$ cat src/hdl/wsg_pkg.sv
`timescale 1ns / 1ps
// ----------------------------------------------------------------------------
// Waveform sample generator package
// Shared types for the top level and the arithmetic sequencer: waveform
// modes, register indexes, sequencer states and the request and status
// bundles.
// ----------------------------------------------------------------------------
package wsg_pkg;

  // Field widths that the interface fixes
  localparam int StepW   = 8;   // wide enough for the largest period length
  localparam int AmpW    = 7;
  localparam int SampleW = 12;

  // Register indexes of the configuration port
  localparam logic [1:0] CFG_WAVE_MODE = 2'd0;
  localparam logic [1:0] CFG_AMPLITUDE = 2'd1;
  localparam logic [1:0] CFG_RELOAD    = 2'd2;

  // Waveform selection codes
  typedef enum logic [1:0] {
    MODE_SINE   = 2'd0,
    MODE_SQUARE = 2'd1,
    MODE_SAW    = 2'd2,
    MODE_OFF    = 2'd3
  } wave_mode_t;

  // Sequencer states of the shared multiplier
  typedef enum logic [2:0] {
    ST_IDLE,
    ST_MUL1,
    ST_MUL2,
    ST_MUL3,
    ST_MUL4,
    ST_FIX,
    ST_DONE
  } calc_state_t;

  // One sample request from the timebase logic
  typedef struct packed {
    wave_mode_t          mode;
    logic [AmpW-1:0]     amp;
    logic [StepW-1:0]    step;
    logic                last;
  } wsg_req_t;

  // Status returned by the sequencer
  typedef struct packed {
    logic                idle;
    logic                done;
    logic [SampleW-1:0]  sample;
    logic                last;
  } wsg_status_t;

endpackage

$ cat src/hdl/waveform_sample_generator.sv
`timescale 1ns / 1ps
// ----------------------------------------------------------------------------
// Waveform sample generator
// Counts timebase ticks and, every reload+1 ticks, emits one DAC sample of
// a sine, square or sawtooth wave from a stepped phase counter.
// ----------------------------------------------------------------------------
// Usage:
//   in_*  : one transaction per timebase tick; in_tdata[0] = 1 counts a tick,
//           0 is accepted and ignored.
//   out_* : one transaction per sample; out_tdata[11:0] is the DAC code and
//           out_tlast marks the last step of a waveform period.
//   cfg_* : register writes (0 wave mode, 1 amplitude, 2 tick reload), always
//           accepted; the user must write only while no sample is in flight (the block does not enforce this).
//   A tick that does not produce a sample does not hold off input. A tick that
//   produces one keeps in_tready low while the shared multiplier sequence
//   runs through MUL1 (plus MUL2 for sine, MUL2 to MUL4 for sawtooth), FIX
//   and DONE, until the sample enters the output register.
//   If the receiver stalls, one sample waits in the output register and a
//   second waits in the sequencer; input is held off until space frees up.
//   Reset clears the counters and loads mode off, amplitude 0, reload 9999.
//   The sine table is constant, so no initialization pass is needed.
// ----------------------------------------------------------------------------
module waveform_sample_generator
  import wsg_pkg::*;
#(
  parameter int SAMPLES_PER_PERIOD = 100
) (
  input  logic        clk,
  input  logic        rst_n,
  // Tick input
  input  logic        in_tvalid,
  output logic        in_tready,
  input  logic [7:0]  in_tdata,    // [0] tick, [7:1] zero
  // Sample output
  output logic        out_tvalid,
  input  logic        out_tready,
  output logic [15:0] out_tdata,   // [11:0] sample, [15:12] zero
  output logic        out_tlast,   // period_end
  // Register writes
  input  logic        cfg_valid,
  output logic        cfg_ready,
  input  logic [1:0]  cfg_index,
  input  logic [15:0] cfg_data
);

  localparam int PhaseW = $clog2(SAMPLES_PER_PERIOD);
  localparam logic [PhaseW-1:0] LastPhase = PhaseW'(SAMPLES_PER_PERIOD - 1);

  wave_mode_t         mode_r;
  logic [AmpW-1:0]    amp_r;
  logic [15:0]        reload_r;
  logic [15:0]        tick_count_r, tick_count_nxt;
  logic [PhaseW-1:0]  phase_r, phase_nxt;
  logic               out_valid_r, out_valid_nxt;
  logic [SampleW-1:0] out_sample_r;
  logic               out_last_r;

  logic               in_accept;
  logic               tick_hit;
  logic               fire;
  logic               start;
  logic               load;
  wsg_req_t           req;
  wsg_status_t        calc_status;

  assign cfg_ready = 1'b1;
  assign in_tready = calc_status.idle;
  assign in_accept = in_tvalid && in_tready;
  assign tick_hit  = in_accept && in_tdata[0];
  assign fire      = tick_hit && (tick_count_r >= reload_r);
  assign start     = fire && (mode_r != MODE_OFF);

  // Sample request for the current phase step
  assign req.mode = mode_r;
  assign req.amp  = amp_r;
  assign req.step = StepW'(phase_r);
  assign req.last = (phase_r == LastPhase);

  // Configuration registers
  always_ff @(posedge clk) begin
    if (!rst_n) begin
      mode_r   <= MODE_OFF;
      amp_r    <= '0;
      reload_r <= 16'd9999;
    end else if (cfg_valid && cfg_ready) begin
      unique case (cfg_index)
        CFG_WAVE_MODE: mode_r   <= wave_mode_t'(cfg_data[1:0]);
        CFG_AMPLITUDE: amp_r    <= cfg_data[AmpW-1:0];
        CFG_RELOAD:    reload_r <= cfg_data;
        default: ;
      endcase
    end
  end

  // Tick counter and phase step
  always_comb begin
    tick_count_nxt = tick_count_r;
    phase_nxt      = phase_r;
    if (tick_hit) begin
      if (tick_count_r < reload_r) begin
        tick_count_nxt = tick_count_r + 16'd1;
      end else begin
        tick_count_nxt = '0;
        phase_nxt      = (phase_r == LastPhase) ? '0 : phase_r + PhaseW'(1);
      end
    end
  end

  // Output register; it takes the sequencer result when free or draining
  assign load = calc_status.done && (!out_valid_r || out_tready);

  always_comb begin
    out_valid_nxt = out_valid_r;
    if (load) begin
      out_valid_nxt = 1'b1;
    end else if (out_tready) begin
      out_valid_nxt = 1'b0;
    end
  end

  always_ff @(posedge clk) begin
    if (!rst_n) begin
      tick_count_r <= '0;
      phase_r      <= '0;
      out_valid_r  <= 1'b0;
    end else begin
      tick_count_r <= tick_count_nxt;
      phase_r      <= phase_nxt;
      out_valid_r  <= out_valid_nxt;
    end
  end

  always_ff @(posedge clk) begin
    if (load) begin
      out_sample_r <= calc_status.sample;
      out_last_r   <= calc_status.last;
    end
  end

  assign out_tvalid = out_valid_r;
  assign out_tdata  = {4'b0000, out_sample_r};
  assign out_tlast  = out_last_r;

  // Shared multiplier sequencer
  wsg_calc #(
    .SAMPLES_PER_PERIOD(SAMPLES_PER_PERIOD)
  ) u_calc (
    .clk    (clk),
    .rst_n  (rst_n),
    .start  (start),
    .req    (req),
    .ack    (load),
    .status (calc_status)
  );

  // The phase step never leaves the period.
  a_phase_range: assert property (@(posedge clk) disable iff (!rst_n)
    phase_r <= LastPhase)
    else $error("waveform_sample_generator: phase out of range");

  // A sample-producing tick in an active mode holds off further input.
  a_emit_busy: assert property (@(posedge clk) disable iff (!rst_n)
    start |=> !in_tready)
    else $error("waveform_sample_generator: sample tick did not start work");

endmodule

$ cat src/hdl/wsg_calc.sv
`timescale 1ns / 1ps
// ----------------------------------------------------------------------------
// Waveform sample arithmetic
// Computes one saturated 12-bit sample with a single shared multiplier that
// a small sequencer steps through one to four products, then a fix-up step.
// ----------------------------------------------------------------------------
module wsg_calc
  import wsg_pkg::*;
#(
  parameter int SAMPLES_PER_PERIOD = 100
) (
  input  logic        clk,
  input  logic        rst_n,
  input  logic        start,
  input  wsg_req_t    req,
  input  logic        ack,
  output wsg_status_t status
);

  localparam int PhaseW     = $clog2(SAMPLES_PER_PERIOD);
  localparam int HalfPoint  = SAMPLES_PER_PERIOD / 2;
  localparam int SawDiv     = SAMPLES_PER_PERIOD - 1;
  localparam int RecipShift = 24;
  localparam int SawRecip   = (1 << RecipShift) / SawDiv;
  localparam int MulAW      = 22;
  localparam int MulBW      = 24;
  localparam int ProdW      = MulAW + MulBW;

  localparam logic [63:0]      HalfPiQ30  = 64'd1686629713;
  localparam logic [MulBW-1:0] GainSine   = 24'd3195660;
  localparam logic [MulBW-1:0] GainSquare = 24'd6212267;
  localparam logic [MulBW-1:0] GainSaw    = 24'd6642820;
  localparam logic [MulBW-1:0] SawRecipB  = MulBW'(SawRecip);
  localparam logic [MulBW-1:0] SawDivB    = MulBW'(SawDiv);
  localparam logic [MulAW-1:0] SawDivA    = MulAW'(SawDiv);
  localparam logic [MulAW-1:0] SampleMax  = MulAW'(4095);

  // Q14 sine of one table step, from a truncating Q30 Taylor series
  function automatic logic [14:0] sine_entry(input int unsigned idx);
    logic [63:0]  x;
    logic [63:0]  theta;
    logic [63:0]  th2;
    logic [63:0]  term;
    logic [63:0]  sum;
    logic [63:0]  q;
    logic [14:0]  mag;
    int unsigned  k4;
    int unsigned  quad;
    int unsigned  r;
    k4   = 4 * idx;
    quad = k4 / SAMPLES_PER_PERIOD;
    r    = k4 % SAMPLES_PER_PERIOD;
    if (quad % 2 == 1) begin
      r = SAMPLES_PER_PERIOD - r;
    end
    x     = (64'(r) << 30) / SAMPLES_PER_PERIOD;
    theta = (x * HalfPiQ30) >> 30;
    th2   = (theta * theta) >> 30;
    term  = theta;
    sum   = theta;
    term  = ((term * th2) >> 30) / 6;
    sum   = (sum >= term) ? sum - term : 64'd0;
    term  = ((term * th2) >> 30) / 20;
    sum   = sum + term;
    term  = ((term * th2) >> 30) / 42;
    sum   = (sum >= term) ? sum - term : 64'd0;
    term  = ((term * th2) >> 30) / 72;
    sum   = sum + term;
    term  = ((term * th2) >> 30) / 110;
    sum   = (sum >= term) ? sum - term : 64'd0;
    term  = ((term * th2) >> 30) / 156;
    sum   = sum + term;
    term  = ((term * th2) >> 30) / 210;
    sum   = (sum >= term) ? sum - term : 64'd0;
    q     = (sum + 64'd32768) >> 16;
    if (q > 64'd16383) begin
      q = 64'd16383;
    end
    mag = q[14:0];
    return (quad >= 2) ? (~mag + 15'd1) : mag;
  endfunction

  // Constant sine table, one entry per phase step
  logic signed [14:0] sine_rom [SAMPLES_PER_PERIOD];

  for (genvar g = 0; g < SAMPLES_PER_PERIOD; g++) begin : g_rom
    localparam logic [14:0] RomEntry = sine_entry(g);
    assign sine_rom[g] = RomEntry;
  end

  calc_state_t        state_r, state_nxt;
  wsg_req_t           req_r;
  logic [14:0]        off_r;
  logic [ProdW-1:0]   prod_r;
  logic [MulAW-1:0]   q1_r;
  logic [MulAW-1:0]   qe_r;
  logic [SampleW-1:0] sample_r;

  logic signed [14:0] rom_rd;
  logic [15:0]        off_sum;
  logic [MulAW-1:0]   mul_a;
  logic [MulBW-1:0]   mul_b;
  logic [ProdW-1:0]   product;
  logic [MulAW-1:0]   rem;
  logic [MulAW-1:0]   val;

  // Table lookup and sine offset, captured when a request starts
  assign rom_rd  = sine_rom[req.step[PhaseW-1:0]];
  assign off_sum = 16'd16384 + 16'(rom_rd);

  // Shared multiplier operand selection
  always_comb begin
    mul_a = '0;
    mul_b = '0;
    unique case (state_r)
      ST_MUL1: begin
        case (req_r.mode)
          MODE_SINE: begin
            mul_a = MulAW'(off_r);
            mul_b = MulBW'(req_r.amp);
          end
          MODE_SQUARE: begin
            mul_a = MulAW'(req_r.amp);
            mul_b = GainSquare;
          end
          default: begin
            mul_a = MulAW'(req_r.step);
            mul_b = MulBW'(req_r.amp);
          end
        endcase
      end
      ST_MUL2: begin
        mul_a = prod_r[MulAW-1:0];
        mul_b = (req_r.mode == MODE_SINE) ? GainSine : GainSaw;
      end
      ST_MUL3: begin
        mul_a = prod_r[37:16];
        mul_b = SawRecipB;
      end
      ST_MUL4: begin
        mul_a = prod_r[RecipShift+MulAW-1:RecipShift];
        mul_b = SawDivB;
      end
      default: begin
        mul_a = '0;
        mul_b = '0;
      end
    endcase
  end

  assign product = ProdW'(mul_a) * ProdW'(mul_b);

  // Final scaling and quotient correction; saturation is applied in ST_FIX
  always_comb begin
    rem = q1_r - prod_r[MulAW-1:0];
    case (req_r.mode)
      MODE_SINE:   val = MulAW'(prod_r[ProdW-1:30]);
      MODE_SQUARE: val = (req_r.step < StepW'(HalfPoint)) ? '0 : prod_r[37:16];
      MODE_SAW:    val = (rem >= SawDivA) ? qe_r + MulAW'(1) : qe_r;
      default:     val = '0;
    endcase
  end

  // Sequencer state register
  always_ff @(posedge clk) begin
    if (!rst_n) begin
      state_r <= ST_IDLE;
    end else begin
      state_r <= state_nxt;
    end
  end

  // Sequencer next state
  always_comb begin
    state_nxt = state_r;
    unique case (state_r)
      ST_IDLE: if (start) state_nxt = ST_MUL1;
      ST_MUL1: state_nxt = (req_r.mode == MODE_SQUARE) ? ST_FIX : ST_MUL2;
      ST_MUL2: state_nxt = (req_r.mode == MODE_SINE) ? ST_FIX : ST_MUL3;
      ST_MUL3: state_nxt = ST_MUL4;
      ST_MUL4: state_nxt = ST_FIX;
      ST_FIX:  state_nxt = ST_DONE;
      ST_DONE: if (ack) state_nxt = ST_IDLE;
      default: state_nxt = ST_IDLE;
    endcase
  end

  // Datapath registers
  always_ff @(posedge clk) begin
    if (state_r == ST_IDLE && start) begin
      req_r <= req;
      off_r <= off_sum[14:0];
    end
    prod_r <= product;
    if (state_r == ST_MUL3) begin
      q1_r <= prod_r[37:16];
    end
    if (state_r == ST_MUL4) begin
      qe_r <= prod_r[RecipShift+MulAW-1:RecipShift];
    end
    if (state_r == ST_FIX) begin
      sample_r <= (val > SampleMax) ? SampleW'(4095) : val[SampleW-1:0];
    end
  end

  assign status.idle   = (state_r == ST_IDLE);
  assign status.done   = (state_r == ST_DONE);
  assign status.sample = sample_r;
  assign status.last   = req_r.last;

  // A request only arrives while the sequencer is free.
  a_start_idle: assert property (@(posedge clk) disable iff (!rst_n)
    start |-> state_r == ST_IDLE)
    else $error("wsg_calc: request while busy");

  // A finished sample waits unchanged until it is taken.
  a_done_hold: assert property (@(posedge clk) disable iff (!rst_n)
    (state_r == ST_DONE && !ack) |=> (state_r == ST_DONE && $stable(sample_r)))
    else $error("wsg_calc: pending sample lost or changed");

endmodule
$ cat config.mk
export PLATFORM = sky130hd
export DESIGN_NAME = waveform_sample_generator
export DESIGN_NICKNAME = d
export VERILOG_FILES = /design/src/hdl/wsg_pkg.sv /design/src/hdl/waveform_sample_generator.sv /design/src/hdl/wsg_calc.sv
export SDC_FILE = /design/constraint.sdc
export NUM_CORES = 2
export LEC_CHECK = 0
export BUFFER_PORTS_ARGS = -buffer_cell sky130_fd_sc_hd__buf_4
export CORE_MARGIN = 5
export CORE_UTILIZATION = 40
export CTS_BUF_LIST = sky130_fd_sc_hd__clkbuf_16
export DETAILED_ROUTE_END_ITERATION = 8
export GPL_ROUTABILITY_DRIVEN = 1
export GPL_TIMING_DRIVEN = 0
export SLEW_MARGIN = 20
export SYNTH_ARGS = -nofsm -noshare
export SYNTH_HDL_FRONTEND = slang
export SYNTH_SLANG_ARGS = --single-unit
$ cat constraint.sdc
create_clock -name clk -period 14.19 [get_ports clk]
set_input_delay 0.7095 -clock clk [delete_from_list [all_inputs] [get_ports clk]]
set_output_delay 0.7095 -clock clk [all_outputs]
set_load 0.005 [all_outputs]
==> impl_metrics.toml <==
[cts]
cts_setup_buffers = 0
cts_inserted_buffers = 17
clock_path_buffers = 2
cts_tree = "done"
root_buffer = "clkbuf_16"
path_clk_slew_ps = 90
ctsResizeCount = 0
htree_levels = 4
cts_hold_buf = 0
clk_latency_ps = 480
cts_sinks = 199

[setup_path]
cp_slowest_cell = "nor2b_1"
cp-start-kind = "register"
reg2reg_depth = 35
cp.required_ps = 14560
cp_slowest_stage_delay_ps = 660
r2r_slack_ps = 2710
cpMostUsedCell = "fa_1"
r2r-start = "u_calc.state_r[0]"
critPathMaxFanout = 23
reg2reg_to = "u_calc.prod_r[45]"
crit_arrival_ps = 11850
path_class = "register to register"
endpoint_kind = "register"

[floorplan]
rows = 95
dieArea_um2 = 72920
die_w_um = 270.0
start_util = 0.4028
io_pins = 51
die_h_um = 270.0
core_um2 = 67160

[sta]
fin_skew_ps = 15.77
relSlewSlack = 0.1638
period_share = 0.8087
whs_ps = 423.7
max_freq_mhz = 87.14
slew_viol_final = 0
setup_viol = 0
fin_crit_ps = 11480
rsz0062_at_grt = "false"
worst_pin_slew_ps = 1246
hold_viol = 0
tns_ps = 0

[routing]
drcViolationCount = 0
wl_per_cell_um = 22.36
routed_via_density = 5.482
ant_nets = 0
vias = 22020
drt_iter0_drc = 2090
routed_wl_um = 89820
dr.pass1.iters = 7

[synth]
synth_enable_flop_cells = 101
synth_area_leaders = "fa_1, ha_1, edfxtp_1"
yosys.area.top_type = "fa_1"
synth.most_common_cell = "inv_1"
syn_inst = 3051
synth_cell_type_count = 90
synth_flop_cell = "edfxtp_1"
ys_warn_count = 0
yosysSeqAreaShare = 0.1847
netlist_area_um2 = 27050
ys_ff_latch = 199
yosys.area.top_type_share = 0.2938
synth_common_cells = "inv_1, fa_1, nand2_1"
syn_avg_cell_area_um2 = 8.865
async_flop_share = 0

[grt]
grt_max_degree = 27
grt_pass1_wl_um = 136900
antenna_found_initial = 0
grt_pass1_vias = 22310
overflow = 0
track_usage = 0.2460

[cells_and_area]
area_delta_synth_final_pct = 8.225
fin_cells = 4017
drive_gt1_frac = 0.04389
nets = 3808
seqCellArea_um2 = 4995
antennaDiodeCount = 0
multiInputGateArea_um2 = 19320
n_fill_cell = 6709
design_area_um2 = 29270

[placed_design]
place_area_um2 = 28620
dp_hpwl_um = 75060
dp.cells = 3985
io_buffers = 38
gp_congestion = 1.003

[power]
comb_power_share = 0.046
switching_share = 0.2632
powerDensity_nw_per_um2 = 40.60
power_leakage_nw = 14.31
power_switching_mw = 0.3128
p_clk_frac = 0.436
p_int_mw = 0.8757
ir_drop_mv = 0.07394
pwr-share-seq = 0.518

[worst_hold_path]
whs_endpoint = "out_sample_r[2]"
min_path_type = "register to register"
whs_path_depth = 0
min-delay-start = "u_calc.sample_r[2]"

[job]
drv_cap = 0

[status]
status = "finished, final reports clean"
-- metrics by stage --
| step | total power, mW | util | worst slack (ps) |
|---|---|---|---|
| after floorplan | 0.6566 | - | 4924 |
| after global placement | 0.6821 | 0.4243 | 1879 |
| after detailed placement | 0.6822 | 0.4262 | 3071 |
| after CTS | 1.198 | 0.4359 | 3029 |
| after global routing | 1.229 | 0.4359 | 2323 |
| final | 1.189 | 0.4359 | 2714 |
-- per-layer routing --
| metal | track usage | wire length (um) | up-vias |
|---|---|---|---|
| met1 | 0.3285 | 37290 | 10750 |
| met5 | 0 | 0 | - |
| li1 | - | - | 9984 |
| met3 | 0.06076 | 8819 | 220 |
| met2 | 0.3926 | 40020 | 1073 |
| met4 | 0.08495 | 3690 | 0 |
-- worst max-delay path by stage --
stage                        endpoint              start  depth (start not counted)
floorplan           u_calc.prod_r[45]  u_calc.state_r[0]                         34
global placement    u_calc.prod_r[45]  u_calc.state_r[0]                         34
detailed placement  u_calc.prod_r[45]  u_calc.state_r[0]                         35
CTS                 u_calc.prod_r[45]  u_calc.state_r[0]                         35
global route        u_calc.prod_r[45]  u_calc.state_r[0]                         35
finish              u_calc.prod_r[45]  u_calc.state_r[0]                         35
-- cell usage in the layout (no fill, tap or decap), types with 17 or more instances in the layout --
cell type | synthesis | layout
ha_1 | 249 | 249
nand2b_1 | 22 | 22
o21a_1 | 24 | 24
fa_1 | 397 | 397
nor3_1 | 34 | 33
dfxtp_1 | 98 | 98
a211oi_1 | 25 | 25
o21ai_0 | 89 | 88
nand4_1 | 27 | 27
a21o_1 | 33 | 33
a31oi_1 | 28 | 27
nand3_1 | 37 | 37
a21oi_1 | 128 | 127
clkbuf_16 | 0 | 17
o211ai_1 | 18 | 18
and3_1 | 28 | 28
nor2_1 | 297 | 297
conb_1 | 2 | 20
edfxtp_1 | 101 | 101
xor2_1 | 27 | 27
clkbuf_1 | 92 | 91
mux2i_1 | 35 | 35
nand2_1 | 356 | 356
inv_1 | 610 | 610
xnor2_1 | 34 | 34
buf_4 | 7 | 46
-- critical path, delay by kind of cell (launching register included) --
family / cells / cell delay, ps
buf+inv: 11 / 2760
fa+ha+maj: 8 / 3890
compound gates: 9 / 2260
xor+xnor: 1 / 140
simple gates: 6 / 1970
flops: 1 / 340
-- sequential cells by signal, indices dropped and copies added, names as in the netlist --
signal / cells
u_calc.state_r: 3
reload_r: 16
mode_r: 2
u_calc.status: 1
u_calc.prod_r: 46
amp_r: 7
u_calc.qe_r: 22
u_calc.sample_r: 12
out_sample_r: 12
u_calc.q1_r: 22
u_calc.off_r: 15
out_tvalid: 1
phase_r: 7
out_tlast: 1
u_calc.req_r: 16
tick_count_r: 16
-- layout make-up --
type                    count  share of cell area
repair buffers             43             0.01308
plain buffers             121             0.01829
well taps                 873             0.03731
clock buffers              17             0.01453
multi-input cells        2138              0.6600
clock inverters            15            0.007779
inverters                 611             0.07835
flip-flops and latches    199              0.1706
-- power groups by stage --
| stage | Clock, mW | Combinational (mW) | Sequential (mW) |
|---|---|---|---|
| 2_1_floorplan | 0 | 0.0349 | 0.622 |
| 3_3_place_gp | 0 | 0.0535 | 0.629 |
| 3_5_place_dp | 0 | 0.0537 | 0.629 |
| 4_1_cts | 0.529 | 0.0542 | 0.615 |
| 5_1_grt | 0.551 | 0.0614 | 0.616 |
| 6_report | 0.518 | 0.0544 | 0.616 |
-- logic make-up (layout without fill, tap and decap cells) --
family,after synthesis,after routing,share of synthesized area
compound gates,469,469,0.1141
flops,199,199,0.1847
fa+ha+maj,646,646,0.4090
buf+inv,732,807,0.1045
mux,44,44,0.01920
xor+xnor,61,61,0.01975
simple gates,898,898,0.1485
other cells,2,20,0.0002777
No activity file was read; power rests on OpenSTA's default activity.
